--- config.mk ---
export PLATFORM = sky130hd
export DESIGN_NAME = pls_ctrl
export DESIGN_NICKNAME = d
export VERILOG_FILES = /design/src/rtl/core/pls_pkg.sv /design/src/rtl/core/pls_addr_gen.sv /design/src/rtl/core/pls_ctrl.sv
export SDC_FILE = /design/constraint.sdc
export NUM_CORES = 1
export LEC_CHECK = 0
export BUFFER_PORTS_ARGS = -buffer_cell sky130_fd_sc_hd__clkbuf_2
export CAP_MARGIN = 20
export CORE_MARGIN = 5
export CORE_UTILIZATION = 57
export CTS_BUF_LIST = sky130_fd_sc_hd__clkbuf_16
export CTS_CLUSTER_SIZE = 28
export DETAILED_ROUTE_END_ITERATION = 6
export GPL_ROUTABILITY_DRIVEN = 0
export PLACE_DENSITY = 0.82
export SYNTH_ARGS = -nofsm -noshare
export SYNTH_HDL_FRONTEND = slang
export SYNTH_SLANG_ARGS = --single-unit
--- constraint.sdc ---
create_clock -name clk -period 5.25 [get_ports clk]
set_input_delay 0.2625 -clock clk [delete_from_list [all_inputs] [get_ports clk]]
set_output_delay 0.2625 -clock clk [all_outputs]
set_load 0.005 [all_outputs]
--- src/rtl/core/pls_pkg.sv ---
// pls_pkg: shared types and constants of the percolation lattice seeder.
// No dependencies; used by pls_addr_gen, pls_ctrl, the top level and pls_checker.
package pls_pkg;

  localparam int SITE_W   = 5;
  localparam int THR_W    = 17;
  localparam int SIDE_W   = 7;
  localparam int POS_W    = 6;
  localparam int SAMPLE_W = 16;
  localparam int MODE_W   = 2;
  localparam int STEP_W   = 3;

  // item modes
  localparam logic [MODE_W-1:0] MODE_CLEAR  = 2'd0;
  localparam logic [MODE_W-1:0] MODE_SAMPLE = 2'd1;
  localparam logic [MODE_W-1:0] MODE_READ   = 2'd2;

  // register indexes (byte address = 4 * index)
  localparam logic [1:0] REG_THRESHOLD = 2'd0;
  localparam logic [1:0] REG_KIND      = 2'd1;
  localparam logic [1:0] REG_SIDE      = 2'd2;

  // site word layout
  localparam int OCC_BIT    = 0;
  localparam int BOND_N_BIT = 1;
  localparam int BOND_E_BIT = 2;
  localparam int BOND_S_BIT = 3;
  localparam int BOND_W_BIT = 4;

  // neighbor slots of the address set; also the read steps of a site-mode read
  localparam int NB_COUNT = 5;
  localparam logic [STEP_W-1:0] NB_A = 3'd0;
  localparam logic [STEP_W-1:0] NB_N = 3'd1;
  localparam logic [STEP_W-1:0] NB_E = 3'd2;
  localparam logic [STEP_W-1:0] NB_S = 3'd3;
  localparam logic [STEP_W-1:0] NB_W = 3'd4;

  localparam logic [STEP_W-1:0] STEP_ZERO = 3'd0;
  localparam logic [STEP_W-1:0] STEP_ONE  = 3'd1;

  typedef enum logic [2:0] {
    ST_CLEAR,
    ST_IDLE,
    ST_READ,
    ST_WAIT,
    ST_WRITE,
    ST_DONE
  } state_t;

  typedef enum logic [2:0] {
    OP_SITE_SET,
    OP_BOND_SET,
    OP_READ_SITE,
    OP_READ_BOND,
    OP_READ_ZERO
  } op_t;

  typedef struct packed {
    logic [THR_W-1:0]  threshold;
    logic              kind;
    logic [SIDE_W-1:0] side;
  } cfg_t;

  typedef struct packed {
    logic occupied;
    logic bond_north;
    logic bond_east;
    logic bond_south;
    logic bond_west;
  } res_t;

endpackage

--- src/rtl/core/pls_addr_gen.sv ---
// pls_addr_gen: effective side and wrapped neighbor addresses of a site.
// Depends on pls_pkg.
module pls_addr_gen #(
  parameter int MAX_SIDE = 64
) (
  input  logic [pls_pkg::SIDE_W-1:0] side,
  input  logic [pls_pkg::POS_W-1:0]  row,
  input  logic [pls_pkg::POS_W-1:0]  col,
  output logic [(($clog2(MAX_SIDE+1) > pls_pkg::SIDE_W) ?
                 $clog2(MAX_SIDE+1) : pls_pkg::SIDE_W)-1:0] eff_side,
  output logic [pls_pkg::NB_COUNT-1:0][$clog2(MAX_SIDE*MAX_SIDE)-1:0] site_addr
);

  localparam int SW = ($clog2(MAX_SIDE+1) > pls_pkg::SIDE_W) ?
                      $clog2(MAX_SIDE+1) : pls_pkg::SIDE_W;
  localparam int AW = $clog2(MAX_SIDE*MAX_SIDE);

  logic [SW-1:0] s, r, c, r_up, r_dn, c_up, c_dn;

  function automatic logic [AW-1:0] lin(input logic [SW-1:0] rr, input logic [SW-1:0] cc);
    return AW'(rr * MAX_SIDE + cc);
  endfunction

  always_comb begin
    s = SW'(side);
    if (s < SW'(2)) begin
      s = SW'(2);
    end else if (s > SW'(MAX_SIDE)) begin
      s = SW'(MAX_SIDE);
    end
  end

  assign eff_side = s;
  assign r = SW'(row);
  assign c = SW'(col);

  // wrap at the side in use
  assign r_up = (r == '0) ? s - SW'(1) : r - SW'(1);
  assign r_dn = (r + SW'(1) >= s) ? '0 : r + SW'(1);
  assign c_up = (c == '0) ? s - SW'(1) : c - SW'(1);
  assign c_dn = (c + SW'(1) >= s) ? '0 : c + SW'(1);

  assign site_addr[pls_pkg::NB_A] = lin(r, c);
  assign site_addr[pls_pkg::NB_N] = lin(r_up, c);
  assign site_addr[pls_pkg::NB_E] = lin(r, c_dn);
  assign site_addr[pls_pkg::NB_S] = lin(r_dn, c);
  assign site_addr[pls_pkg::NB_W] = lin(r, c_up);

endmodule

--- src/rtl/core/pls_ctrl.sv ---
// pls_ctrl: item sequencer; read-modify-write of the site store, clearing
// pass and result assembly. Depends on pls_pkg and pls_addr_gen.
module pls_ctrl #(
  parameter int MAX_SIDE = 64
) (
  input  logic                                    clk,
  input  logic                                    rst_n,
  input  pls_pkg::cfg_t                           cfg,
  input  logic                                    in_valid,
  output logic                                    in_ready,
  input  logic [pls_pkg::MODE_W-1:0]              in_mode,
  input  logic [pls_pkg::POS_W-1:0]               in_row,
  input  logic [pls_pkg::POS_W-1:0]               in_col,
  input  logic                                    in_direction,
  input  logic [pls_pkg::SAMPLE_W-1:0]            in_sample,
  output logic                                    rd_en,
  output logic [$clog2(MAX_SIDE*MAX_SIDE)-1:0]    rd_addr,
  input  logic [pls_pkg::SITE_W-1:0]              rd_data,
  output logic                                    wr_en,
  output logic [$clog2(MAX_SIDE*MAX_SIDE)-1:0]    wr_addr,
  output logic [pls_pkg::SITE_W-1:0]              wr_data,
  output logic                                    res_valid,
  input  logic                                    res_ready,
  output pls_pkg::res_t                           res
);

  localparam int SW = ($clog2(MAX_SIDE+1) > pls_pkg::SIDE_W) ?
                      $clog2(MAX_SIDE+1) : pls_pkg::SIDE_W;
  localparam int AW = $clog2(MAX_SIDE*MAX_SIDE);
  localparam logic [AW-1:0] CLR_LAST = AW'(MAX_SIDE*MAX_SIDE - 1);

  pls_pkg::state_t state_r, state_nxt;
  pls_pkg::op_t    op_r;
  logic [pls_pkg::STEP_W-1:0] step_r, step_nxt, last_r, rd_tag_r;
  logic [pls_pkg::POS_W-1:0]  row_r, col_r;
  logic                       dir_r, hit_r, rd_pend_r;
  logic [pls_pkg::SITE_W-1:0] cen_r, oth_r;
  logic [3:0]                 nb_r;
  logic [AW-1:0]              clr_cnt_r;

  logic [SW-1:0] eff_side;
  logic [pls_pkg::NB_COUNT-1:0][AW-1:0] site_addr;
  logic in_lattice, hit, accept;
  logic [AW-1:0] part_addr;
  logic [pls_pkg::STEP_W-1:0] wlast;

  pls_addr_gen #(.MAX_SIDE(MAX_SIDE)) u_addr (
    .side     (cfg.side),
    .row      (row_r),
    .col      (col_r),
    .eff_side (eff_side),
    .site_addr(site_addr)
  );

  assign in_lattice = (SW'(in_row) < eff_side) && (SW'(in_col) < eff_side);
  assign hit    = {1'b0, in_sample} < cfg.threshold;
  assign accept = in_valid && in_ready;
  assign part_addr = dir_r ? site_addr[pls_pkg::NB_E] : site_addr[pls_pkg::NB_N];
  assign wlast  = (op_r == pls_pkg::OP_BOND_SET) ? pls_pkg::STEP_ONE : pls_pkg::STEP_ZERO;

  // next state
  always_comb begin
    state_nxt = state_r;
    case (state_r)
      pls_pkg::ST_CLEAR: begin
        if (clr_cnt_r == CLR_LAST) state_nxt = pls_pkg::ST_IDLE;
      end
      pls_pkg::ST_IDLE: begin
        if (in_valid) begin
          case (in_mode)
            pls_pkg::MODE_CLEAR:  state_nxt = pls_pkg::ST_CLEAR;
            pls_pkg::MODE_SAMPLE: begin
              if (in_lattice && (!cfg.kind || hit)) state_nxt = pls_pkg::ST_READ;
            end
            pls_pkg::MODE_READ: begin
              state_nxt = in_lattice ? pls_pkg::ST_READ : pls_pkg::ST_DONE;
            end
            default: state_nxt = pls_pkg::ST_IDLE;
          endcase
        end
      end
      pls_pkg::ST_READ: begin
        if (step_r == last_r) state_nxt = pls_pkg::ST_WAIT;
      end
      pls_pkg::ST_WAIT: begin
        if (op_r == pls_pkg::OP_SITE_SET || op_r == pls_pkg::OP_BOND_SET) begin
          state_nxt = pls_pkg::ST_WRITE;
        end else begin
          state_nxt = pls_pkg::ST_DONE;
        end
      end
      pls_pkg::ST_WRITE: begin
        if (step_r == wlast) state_nxt = pls_pkg::ST_IDLE;
      end
      pls_pkg::ST_DONE: begin
        if (res_ready) state_nxt = pls_pkg::ST_IDLE;
      end
      default: state_nxt = pls_pkg::ST_IDLE;
    endcase
  end

  // outputs
  always_comb begin
    in_ready  = 1'b0;
    rd_en     = 1'b0;
    rd_addr   = site_addr[pls_pkg::NB_A];
    wr_en     = 1'b0;
    wr_addr   = site_addr[pls_pkg::NB_A];
    wr_data   = '0;
    res_valid = 1'b0;
    res       = '0;
    case (state_r)
      pls_pkg::ST_CLEAR: begin
        wr_en   = 1'b1;
        wr_addr = clr_cnt_r;
      end
      pls_pkg::ST_IDLE: in_ready = 1'b1;
      pls_pkg::ST_READ: begin
        rd_en = 1'b1;
        if (op_r == pls_pkg::OP_BOND_SET && step_r == pls_pkg::STEP_ONE) begin
          rd_addr = part_addr;
        end else begin
          case (step_r)
            pls_pkg::NB_N: rd_addr = site_addr[pls_pkg::NB_N];
            pls_pkg::NB_E: rd_addr = site_addr[pls_pkg::NB_E];
            pls_pkg::NB_S: rd_addr = site_addr[pls_pkg::NB_S];
            pls_pkg::NB_W: rd_addr = site_addr[pls_pkg::NB_W];
            default:       rd_addr = site_addr[pls_pkg::NB_A];
          endcase
        end
      end
      pls_pkg::ST_WRITE: begin
        wr_en = 1'b1;
        if (op_r == pls_pkg::OP_SITE_SET) begin
          wr_data = {cen_r[pls_pkg::SITE_W-1:1], hit_r};
        end else if (step_r == pls_pkg::STEP_ZERO) begin
          wr_data = cen_r;
          wr_data[pls_pkg::OCC_BIT] = 1'b1;
          if (dir_r) wr_data[pls_pkg::BOND_E_BIT] = 1'b1;
          else       wr_data[pls_pkg::BOND_N_BIT] = 1'b1;
        end else begin
          wr_addr = part_addr;
          wr_data = oth_r;
          wr_data[pls_pkg::OCC_BIT] = 1'b1;
          if (dir_r) wr_data[pls_pkg::BOND_W_BIT] = 1'b1;
          else       wr_data[pls_pkg::BOND_S_BIT] = 1'b1;
        end
      end
      pls_pkg::ST_DONE: begin
        res_valid = res_ready;
        case (op_r)
          pls_pkg::OP_READ_SITE: begin
            res.occupied   = cen_r[pls_pkg::OCC_BIT];
            res.bond_north = cen_r[pls_pkg::OCC_BIT] & nb_r[0];
            res.bond_east  = cen_r[pls_pkg::OCC_BIT] & nb_r[1];
            res.bond_south = cen_r[pls_pkg::OCC_BIT] & nb_r[2];
            res.bond_west  = cen_r[pls_pkg::OCC_BIT] & nb_r[3];
          end
          pls_pkg::OP_READ_BOND: begin
            res.occupied   = cen_r[pls_pkg::OCC_BIT];
            res.bond_north = cen_r[pls_pkg::BOND_N_BIT];
            res.bond_east  = cen_r[pls_pkg::BOND_E_BIT];
            res.bond_south = cen_r[pls_pkg::BOND_S_BIT];
            res.bond_west  = cen_r[pls_pkg::BOND_W_BIT];
          end
          default: res = '0;
        endcase
      end
      default: ;
    endcase
  end

  always_comb begin
    step_nxt = pls_pkg::STEP_ZERO;
    if ((state_r == pls_pkg::ST_READ && step_r != last_r) ||
        (state_r == pls_pkg::ST_WRITE && step_r != wlast)) begin
      step_nxt = step_r + pls_pkg::STEP_ONE;
    end
  end

  always_ff @(posedge clk) begin
    if (!rst_n) begin
      state_r   <= pls_pkg::ST_CLEAR;
      clr_cnt_r <= '0;
      step_r    <= pls_pkg::STEP_ZERO;
      rd_pend_r <= 1'b0;
    end else begin
      state_r   <= state_nxt;
      step_r    <= step_nxt;
      rd_pend_r <= (state_r == pls_pkg::ST_READ);
      if (accept && in_mode == pls_pkg::MODE_CLEAR) begin
        clr_cnt_r <= '0;
      end else if (state_r == pls_pkg::ST_CLEAR) begin
        clr_cnt_r <= clr_cnt_r + AW'(1);
      end
    end
  end

  // item fields and captured words
  always_ff @(posedge clk) begin
    rd_tag_r <= step_r;
    if (accept) begin
      row_r <= in_row;
      col_r <= in_col;
      dir_r <= in_direction;
      hit_r <= hit;
      if (in_mode == pls_pkg::MODE_SAMPLE) begin
        op_r   <= cfg.kind ? pls_pkg::OP_BOND_SET : pls_pkg::OP_SITE_SET;
        last_r <= cfg.kind ? pls_pkg::STEP_ONE : pls_pkg::STEP_ZERO;
      end else begin
        op_r   <= !in_lattice ? pls_pkg::OP_READ_ZERO :
                  (cfg.kind ? pls_pkg::OP_READ_BOND : pls_pkg::OP_READ_SITE);
        last_r <= cfg.kind ? pls_pkg::STEP_ZERO : pls_pkg::NB_W;
      end
    end
    if (rd_pend_r) begin
      case (rd_tag_r)
        pls_pkg::NB_A: cen_r <= rd_data;
        pls_pkg::NB_N: begin
          oth_r   <= rd_data;
          nb_r[0] <= rd_data[pls_pkg::OCC_BIT];
        end
        pls_pkg::NB_E: nb_r[1] <= rd_data[pls_pkg::OCC_BIT];
        pls_pkg::NB_S: nb_r[2] <= rd_data[pls_pkg::OCC_BIT];
        pls_pkg::NB_W: nb_r[3] <= rd_data[pls_pkg::OCC_BIT];
        default: ;
      endcase
    end
  end

endmodule

=== Word-level counts from Yosys, hierarchy flattened ===
Cells that the tools add are included.

* Bitwise operators: 5
* $add $sub $neg: 12
* Div/mod/pow operators: 0
* Eq/ne operators: 29
* Shift-type cells: 0
* Muxes and demuxes: 43
* Reductions and logical operators: 27
* $lt $le $gt $ge: 7
* Multipliers: 0

{| class="wikitable"
|+ Operators with widths
! kind !! number
|-
| 12-bit two-way mux || 5
|-
| 12-bit one-hot mux with 4 select lines || 1
|-
| 12-bit by 6-bit adder with 12-bit output || 3
|-
| 3-bit two-way mux || 11
|-
| 7-bit two-way mux || 4
|-
| 12-bit by 7-bit adder with 12-bit output || 2
|-
| 3-bit by 2-bit equality test with 1-bit output (second input constant) || 8
|-
| 12-bit one-hot mux with 2 select lines || 1
|-
| 5-bit two-way mux || 4
|-
| 3-bit one-hot mux with 6 select lines || 1
|-
| 16-bit by 17-bit < comparator with 1-bit output || 1
|-
| 6-bit by 1-bit adder with 7-bit output (second input constant) || 2
|-
| 7-bit greater-or-equal comparator || 2
|-
| 7-bit logical NOT || 2
|-
| 6-bit by 7-bit < comparator with 1-bit output || 2
|-
| 12-bit by 1-bit adder with 12-bit output (second input constant) || 1
|-
| 12-bit equality test (second input constant) || 1
|-
| 3-bit by 1-bit equality test with 1-bit output (second input constant) || 4
|-
| 3-bit equality test (second input constant) || 4
|-
| 3-bit logical NOT || 4
|-
| 1-bit two-way mux || 12
|-
| 6-bit two-way mux || 2
|-
| 2-bit AND reduction || 6
|-
| 2-bit != test (second input constant) || 5
|-
| other kinds (23) || 35
|}

* RAM bits: 0
* Memories kept: 0
* Bits in registers: 56
* Input port bits: 65
* Bits in latches: 0
* Output and inout bits: 38
* Word-level logic and storage cells: 140
* Memory bits (read-only): 0

=== Longest topological paths before layout ===
Gate-level depths: netlist of the first run.

* Word-level depth: 10
* Gate-level depth with buffers: 18
* Depth with buffers taken out: 16

=== Modules after synthesis ===
From an unflattened synthesis of the first run, not the netlist that was laid out.

* Cells, all modules: 645
* Area total of the unflattened synthesis: 5260.0 um2

{| class="wikitable"
|+ By module, submodules not included
! module !! sequential area each (um2) !! cells an instance !! instances !! area each (um2)
|-
| pls_ctrl || 1401.3 || 443 || 1 || 3860.0
|-
| pls_addr_gen || 0.0 || 202 || 1 || 1400.1
|}

=== Worst setup path after synthesis of the first run ===
OpenSTA, ideal clock, no wires.

* Path kind: reg-to-output
* Start: register col_r[3] in the netlist's numbering
* End: output port wr_addr[10]
* Path slack: 0.985 ns
* Path buffers: 2
* Cell stages (with the launch flop): 18
* Arrival time: 4.002 ns
* Required time: 4.988 ns
* Path through: edfxtp_1 > clkbuf_1 > and3_1 > nand3_1 > xnor2_1 > ha_1 > a21o_1 > a221o_1 > a31oi_1 > clkbuf_1 > and2_1 > ha_1 > ha_1 > nand2_1 > a221o_1 > a22o_1 > o2bb2ai_1 > a21oi_2

* Word-level cells in the longest chain between the ends: 8
* Elaborated cells on any way between the ends: 10
* Classes of those cells: add/sub: 4; order compare: 1; mux: 5

{| class="wikitable"
|+ RTL lines
! element !! line !! source
|-
| from (decl) || pls_ctrl.sv:35 || <nowiki>logic [pls_pkg::POS_W-1:0] row_r, col_r;</nowiki>
|-
| from (signal assigned) || pls_ctrl.sv:204 || <nowiki>col_r <= in_col;</nowiki>
|-
| 6-bit by 1-bit adder with 7-bit output || pls_addr_gen.sv:41 || <nowiki>assign c_dn = (c + SW'(1) >= s) ? '0 : c + SW'(1);</nowiki>
|-
| 7-bit greater-or-equal comparator || pls_addr_gen.sv:41 ||
|-
| 7-bit two-way mux || pls_addr_gen.sv:41 ||
|-
| 12-bit by 7-bit adder with 12-bit output || pls_addr_gen.sv:21 || <nowiki>return AW'(rr * MAX_SIDE + cc);</nowiki>
|-
| 12-bit two-way mux || pls_ctrl.sv:58 || <nowiki>assign part_addr = dir_r ? site_addr[pls_pkg::NB_E] : site_addr[pls_pkg::NB_N];</nowiki>
|-
| 12-bit two-way mux || pls_ctrl.sv:136 || <nowiki>end else if (step_r == pls_pkg::STEP_ZERO) begin</nowiki>
|-
| 12-bit two-way mux || pls_ctrl.sv:134 || <nowiki>if (op_r == pls_pkg::OP_SITE_SET) begin</nowiki>
|-
| 12-bit one-hot mux with 2 select lines * || pls_ctrl.sv:112 || <nowiki>case (state_r)</nowiki>
|-
| to (decl) || pls_ctrl.sv:20 || <nowiki>output logic [$clog2(MAX_SIDE*MAX_SIDE)-1:0] wr_addr,</nowiki>
|}

Mark *: on every way between the ends. The rest lies on a longest branch, timed or not.

=== Worst setup path in the final report of the first run ===
Ends and elaborated chain as after synthesis.

==> impl_metrics.yaml, run 1 <==
placed_design:
  place.detailed.hpwl_um: 11600
  port_buffers: 102
  post-place-ws_ns: 0.846
  placed_area_um2: 5580
timing:
  min_period_ns: 4.76
  fin_tns_setup_ns: 0
  setup_viol: 0
  hold_viol: 0
  slew_violations: 0
  fmax_ghz: 0.210
  setup_ws_ns: 0.494
  period_share: 0.906
  finClkSkew_ns: 0.00593
  worst_pin_slew_ns: 1.09
  maxSlewHeadroom: 0.275
  rsz0062_at_grt: "false"
global_routing:
  grt_max_degree: 32
  antenna_found_initial: 0
  grt_pass1_vias: 5162
  grt_pass1_wl_um: 24400
  grt_usage: 0.268
  gr-total-overflow: 0
final_layout:
  seqCellArea_um2: 1400
  finish.utilization: 0.661
  postLayoutCellArea_um2: 5740
  final_common_cell: "clkbuf_2"
  antennaDiodeCount: 0
  final_cell_mix: "clkbuf_2 (102), nand2_1 (60), nor2_1 (58)"
  fillerInstances: 727
  syn_to_final_growth_pct: 13.6
  final_layout_size_suffix_gt1_frac: 0.180
  multi_input_area_um2: 3380
  nNetsFinal: 825
synth:
  syn_avg_cell_area_um2: 8.09
  ys_types: 70
  syn_area_um2: 5050
  synth-seq-cells: 54
  synthArstFlopShare: 0
  synth_fp_nets: 744
  synth_flop_cell: "edfxtp_1"
  yosys_warnings: 0
  netlist_instances: 624
  seq_area_frac_synth: 0.277
  synth_edf_count: 32
floorplan:
  initial_core_util: 0.582
  boundaryPins: 103
  dieArea_um2: 10800
  rows: 34
  die-height_um: 104
  core_um2: 8680
  die_w_um: 104
pwr:
  leakagePower_nw: 2.49
  power_mw: 1.63
  powerDensity_nw_per_um2: 285
  vdd_drop_max_mv: 0.191
clock_tree:
  cts.htree.levels: 2
  cts_resized: 0
  clkTransAtPathRegs_ns: 0.08
  cts_root_buf: "clkbuf_16"
  postCtsSetupBuffers: 0
  cts_tree: "yes"
  cts_buffers: 5
  cts_max_path_buffers: 2
  holdBufCountCts: 0
  numClockSinks: 54
  clk_latency_ns: 0.30
drt:
  vias: 5248
  vias_per_cell: 6.45
  drc: 0
  dr.pass1.iters: 5
  ant_nets: 0
  drt-total-wl_um: 14800
  drtIter0Drc: 541
  wl_per_cell_um: 18.1
run_status:
  status: "finished, final reports clean"
job:
  maxCapViolCount: 0
critical_path:
  path_max_fanout: 15
  crit_arrival_ns: 4.49
  slowest_delay_ns: 0.62
  cp_cell_sequence: "and3_1 > nand3_1 > xnor2_1 > ha_1 > a21o_1 > a221o_1 > a31oi_1 > buf_4 > and2_1 > ha_1 > ha_1 > nand2_1 > a221o_1 > a22o_1 > o2bb2ai_1 > a21oi_2 > clkbuf_2"
  end_kind: "primary output"
  cp_slowest_cell: "edfxtp_1"
  critPathLaunchType: "flop"
  crit_top_cell: "ha_1"
  crit_type: "reg -> out"
  required_ns: 4.99
worst_hold_path:
  hp-class: "in -> reg"
-- layout make-up --
| type | count | share of cell area |
|---|---|---|
| Clock buffer | 5 | 0.0218 |
| Multi-Input combinational cell | 502 | 0.588 |
| Tap cell | 108 | 0.0236 |
| Sequential cell | 54 | 0.244 |
| Timing Repair Buffer | 105 | 0.0929 |
| Inverter | 37 | 0.0242 |
| Clock inverter | 3 | 0.00502 |
-- worst max-delay path: cells and delay by family (launching register included) --
kind | cells | cell delay (ns)
AOI/OAI and AO/OA | 7 | 1.50
adders and majority gates | 3 | 0.87
DFF | 1 | 0.62
and+or+nand+nor | 4 | 0.58
buffers and inverters | 2 | 0.34
xor gates and xnor gates | 1 | 0.27
-- where the power goes --
| group | switching [mW] | leakage [nW] | total, mW | internal [mW] |
|---|---|---|---|---|
| clock network | 0.172 | 0.0763 | 0.356 | 0.183 |
| logic | 0.424 | 1.94 | 0.710 | 0.286 |
| registers | 0.0706 | 0.468 | 0.568 | 0.497 |
| total | 0.666 | 2.49 | 1.63 | 0.967 |
-- cell usage after synthesis, types with 3 or more instances --
library cell | n | area [um^2]
a22oi_1 | 5 | 37.5
o31a_1 | 3 | 26.3
nand2b_1 | 13 | 81.3
o22ai_1 | 18 | 113
a211oi_1 | 12 | 90.1
a221o_1 | 3 | 30.0
nand4_1 | 3 | 18.8
xnor2_1 | 14 | 123
nor3b_1 | 4 | 30.0
inv_1 | 34 | 128
nor4_1 | 9 | 56.3
o2111ai_1 | 3 | 26.3
nand2_1 | 60 | 225
nand3_1 | 14 | 70.1
nor2_1 | 58 | 218
o31ai_1 | 4 | 30.0
o221ai_1 | 3 | 26.3
a31oi_1 | 10 | 62.6
nor2b_1 | 9 | 56.3
mux2i_1 | 4 | 40.0
ha_1 | 55 | 688
o211ai_1 | 6 | 45.0
a21o_1 | 9 | 67.6
a221oi_1 | 7 | 61.3
and2_1 | 10 | 62.6
nor3_1 | 17 | 85.1
o311ai_0 | 3 | 26.3
clkbuf_1 | 24 | 90.1
o21a_1 | 6 | 45.0
o21ai_0 | 26 | 130
xor2_1 | 12 | 105
a21oi_1 | 40 | 200
edfxtp_1 | 32 | 961
and3_1 | 12 | 75.1
and4_1 | 6 | 52.6
buf_2 | 3 | 15.0
dfxtp_1 | 22 | 440
or3_1 | 9 | 56.3
-- registers in the layout, summed over array words and instances, names as in the netlist --
signal     cells
rd_pend_r      1
rd_tag_r       3
last_r         2
clr_cnt_r     12
cen_r          5
state_r        3
op_r           3
oth_r          5
step_r         3
col_r          6
dir_r          1
nb_r           3
row_r          6
hit_r          1
-- cells by family (layout without fill, tap and decap cells) --
logic type	after synthesis	count (layout)	synth area share
simple gates	238	238	0.238
compound gates	178	178	0.239
buf+inv	68	150	0.0542
fa+ha+maj	55	55	0.136
flops	54	54	0.277
xor+xnor	26	26	0.0451
mux	5	5	0.0102
-- routing by layer --
metal  part of all wire  global-route usage
met1               0.39               0.321
met2               0.48               0.462
met5                  0                   0
met3              0.086              0.0472
met4              0.042               0.127
-- worst paths after layout --
kind	to	slack, ns	cells past startpoint	startpoint
max	wr_addr[10]	0.49	17	col_r[3]
min	dir_r	0.14	1	in_direction
max reg2reg	state_r[1]	2.60	6	state_r[2]
min reg2reg	rd_tag_r[1]	0.44	0	step_r[1]
-- stage by stage --
| stage | instances | hold slack (ns) |
|---|---|---|
| floorplan | 624 | 0.361 |
| global placement | 806 | 0.426 |
| detailed placement | 806 | 0.427 |
| CTS | 814 | 0.141 |
| global route | 814 | 0.138 |
| finish | 814 | 0.136 |
No activity file was read; power rests on OpenSTA's default activity.
==> inputs of run 2 (changes only) <==
--- a/config.mk
+++ b/config.mk
@@ -5,8 +5,9 @@
 export SDC_FILE = /design/constraint.sdc
 export NUM_CORES = 1
 export LEC_CHECK = 0
-export BUFFER_PORTS_ARGS = -buffer_cell sky130_fd_sc_hd__clkbuf_2
+export BUFFER_PORTS_ARGS = -buffer_cell sky130_fd_sc_hd__buf_2
 export CAP_MARGIN = 20
+export CORE_ASPECT_RATIO = 0.8
 export CORE_MARGIN = 5
 export CORE_UTILIZATION = 57
 export CTS_BUF_LIST = sky130_fd_sc_hd__clkbuf_16
==> run 2 against run 1 <==
  * Sequential share of layout area is essentially flat
  * Critical path type unchanged
  * Cell count up 0.49%
  * Sequential cell count stayed put
  * Maximum frequency decreased by 0.47%
  * Largest cell class unchanged
  * Critical endpoint is now rd_addr[8]
  * Setup slack got worse by 0.023 ns
  * Largest power group unchanged
  * Sequential power barely moved
  * Core utilization is 0.91 points higher
  * Via count increased by 1.6%
  * Clock skew increased by 0.0035 ns
  * Clock-buffer cell count did not move
  * Clock power decreased by 2%
==> impl_metrics.yaml, run 2 (synthesis results as in run 1) <==
run_status:
  status: "finished, final reports clean"
critical_path:
  slowest_delay_ns: 0.59
  path_max_fanout: 15
  required_ns: 4.99
  critPathLaunchType: "flop"
  cp_cell_sequence: "and3_1 > nand3_1 > xnor2_1 > ha_1 > a21o_1 > a221o_1 > a31oi_1 > buf_4 > and2_1 > ha_1 > ha_1 > inv_1 > a221o_1 > a21oi_1 > o22ai_1 > a31oi_1 > buf_2"
  end_kind: "primary output"
  crit_type: "reg -> out"
  cp_num_buf_inv: 3
  crit_family: "compound AO/OA/AOI/OAI gates"
  crit_arrival_ns: 4.52
  crit_top_cell: "ha_1"
  cp_slowest_cell: "edfxtp_1"
final_layout:
  final_common_cell: "buf_2"
  top_regs: "clr_cnt_r (12), col_r (6), row_r (6)"
  largest_reg_flops: 12
  regMostFlops: "clr_cnt_r"
  nNetsFinal: 825
  postLayoutCellArea_um2: 5740
  final_layout_size_suffix_gt1_frac: 0.180
  syn_to_final_growth_pct: 13.6
  final_cell_mix: "buf_2 (102), nand2_1 (60), nor2_1 (58)"
  multi_input_area_um2: 3380
  seqCellArea_um2: 1400
  fillerInstances: 723
  antennaDiodeCount: 0
global_routing:
  grt_max_degree: 32
  grt_pass1_vias: 5134
  antenna_found_initial: 0
  grt_pass1_wl_um: 24400
  gr-total-overflow: 0
  grt_usage: 0.280
drt:
  drtIter0Drc: 643
  ant_nets: 0
  vias: 5332
  vias_per_cell: 6.52
  drt-total-wl_um: 15200
  drc: 0
  dr.pass1.iters: 6
  wl_per_cell_um: 18.6
pwr:
  leakagePower_nw: 2.48
  vdd_drop_max_mv: 0.293
  powerDensity_nw_per_um2: 284
  power_mw: 1.63
floorplan:
  initial_core_util: 0.590
  die_w_um: 115
  core_um2: 8560
  dieArea_um2: 10900
  boundaryPins: 103
  die-height_um: 94.2
  rows: 30
clock_tree:
  cts_root_buf: "clkbuf_16"
  postCtsSetupBuffers: 0
  cts.htree.levels: 2
  cts_tree: "yes"
  cts_buffers: 5
  clkTransAtPathRegs_ns: 0.08
  cts_resized: 0
  clk_latency_ns: 0.31
  holdBufCountCts: 0
  numClockSinks: 54
  cts_max_path_buffers: 2
timing:
  maxSlewHeadroom: 0.266
  slew_violations: 0
  period_share: 0.910
  hold_viol: 0
  fmax_ghz: 0.209
  worst_pin_slew_ns: 1.10
  fin_tns_setup_ns: 0
  finClkSkew_ns: 0.00946
  rsz0062_at_grt: "false"
  setup_viol: 0
  min_period_ns: 4.78
placed_design:
  placed_area_um2: 5590
  port_buffers: 102
  place.detailed.hpwl_um: 12000
job:
  maxCapViolCount: 0
worst_hold_path:
  hp-class: "in -> reg"
## run 2: cell types whose count changed in the layout (fill, tap and decap cells not counted), sizes merged
| cell | delta |
|---|---|
| clkinvlp | +1 |
| clkbuf | -102 |
| clkinv | -1 |
| buf | +102 |
## run 2: path summary, 6_finish.rpt
kind                                    from  depth (start not counted)  slack [ns]           to
worst max register to register    state_r[2]                          6        2.63   state_r[1]
worst max-delay path                col_r[3]                         17        0.47   rd_addr[8]
worst min-delay path            in_direction                          1        0.14        dir_r
worst min register to register     step_r[1]                          0        0.46  rd_tag_r[1]
## run 2: power breakdown
| group | internal, mW | switching (mW) |
|---|---|---|
| logic | 0.288 | 0.423 |
| registers | 0.497 | 0.0709 |
| clock network | 0.179 | 0.171 |
| total | 0.965 | 0.664 |
## run 2: metal layers
layer  wire, um  track usage  vias up  share of wire
met5          0            0        -              0
met4        653        0.135        0          0.043
met3       1640       0.0605       74           0.11
met2       6670        0.430      346           0.44
met1       6260        0.372     2438           0.41
li1           -            -     2474              -
## run 2: final cells by class
class,instances,share of cell area
clock buffer,5,0.0218
tap,112,0.0244
sequential,54,0.244
clock inverter,3,0.00393
timing repair buffer,105,0.0929
multi-input combinational,502,0.588
inverter,37,0.0242
## run 2: metrics by stage
step           cells  utilization  hold WS (ns)  setup slack (ns)
2_1_floorplan    624            -         0.361             0.985
5_1_grt          818        0.670         0.141             0.241
3_5_place_dp     810        0.653         0.431             0.773
3_3_place_gp     810        0.653         0.432             0.996
4_1_cts          818        0.670         0.144             0.561
6_report         818        0.670         0.140             0.472
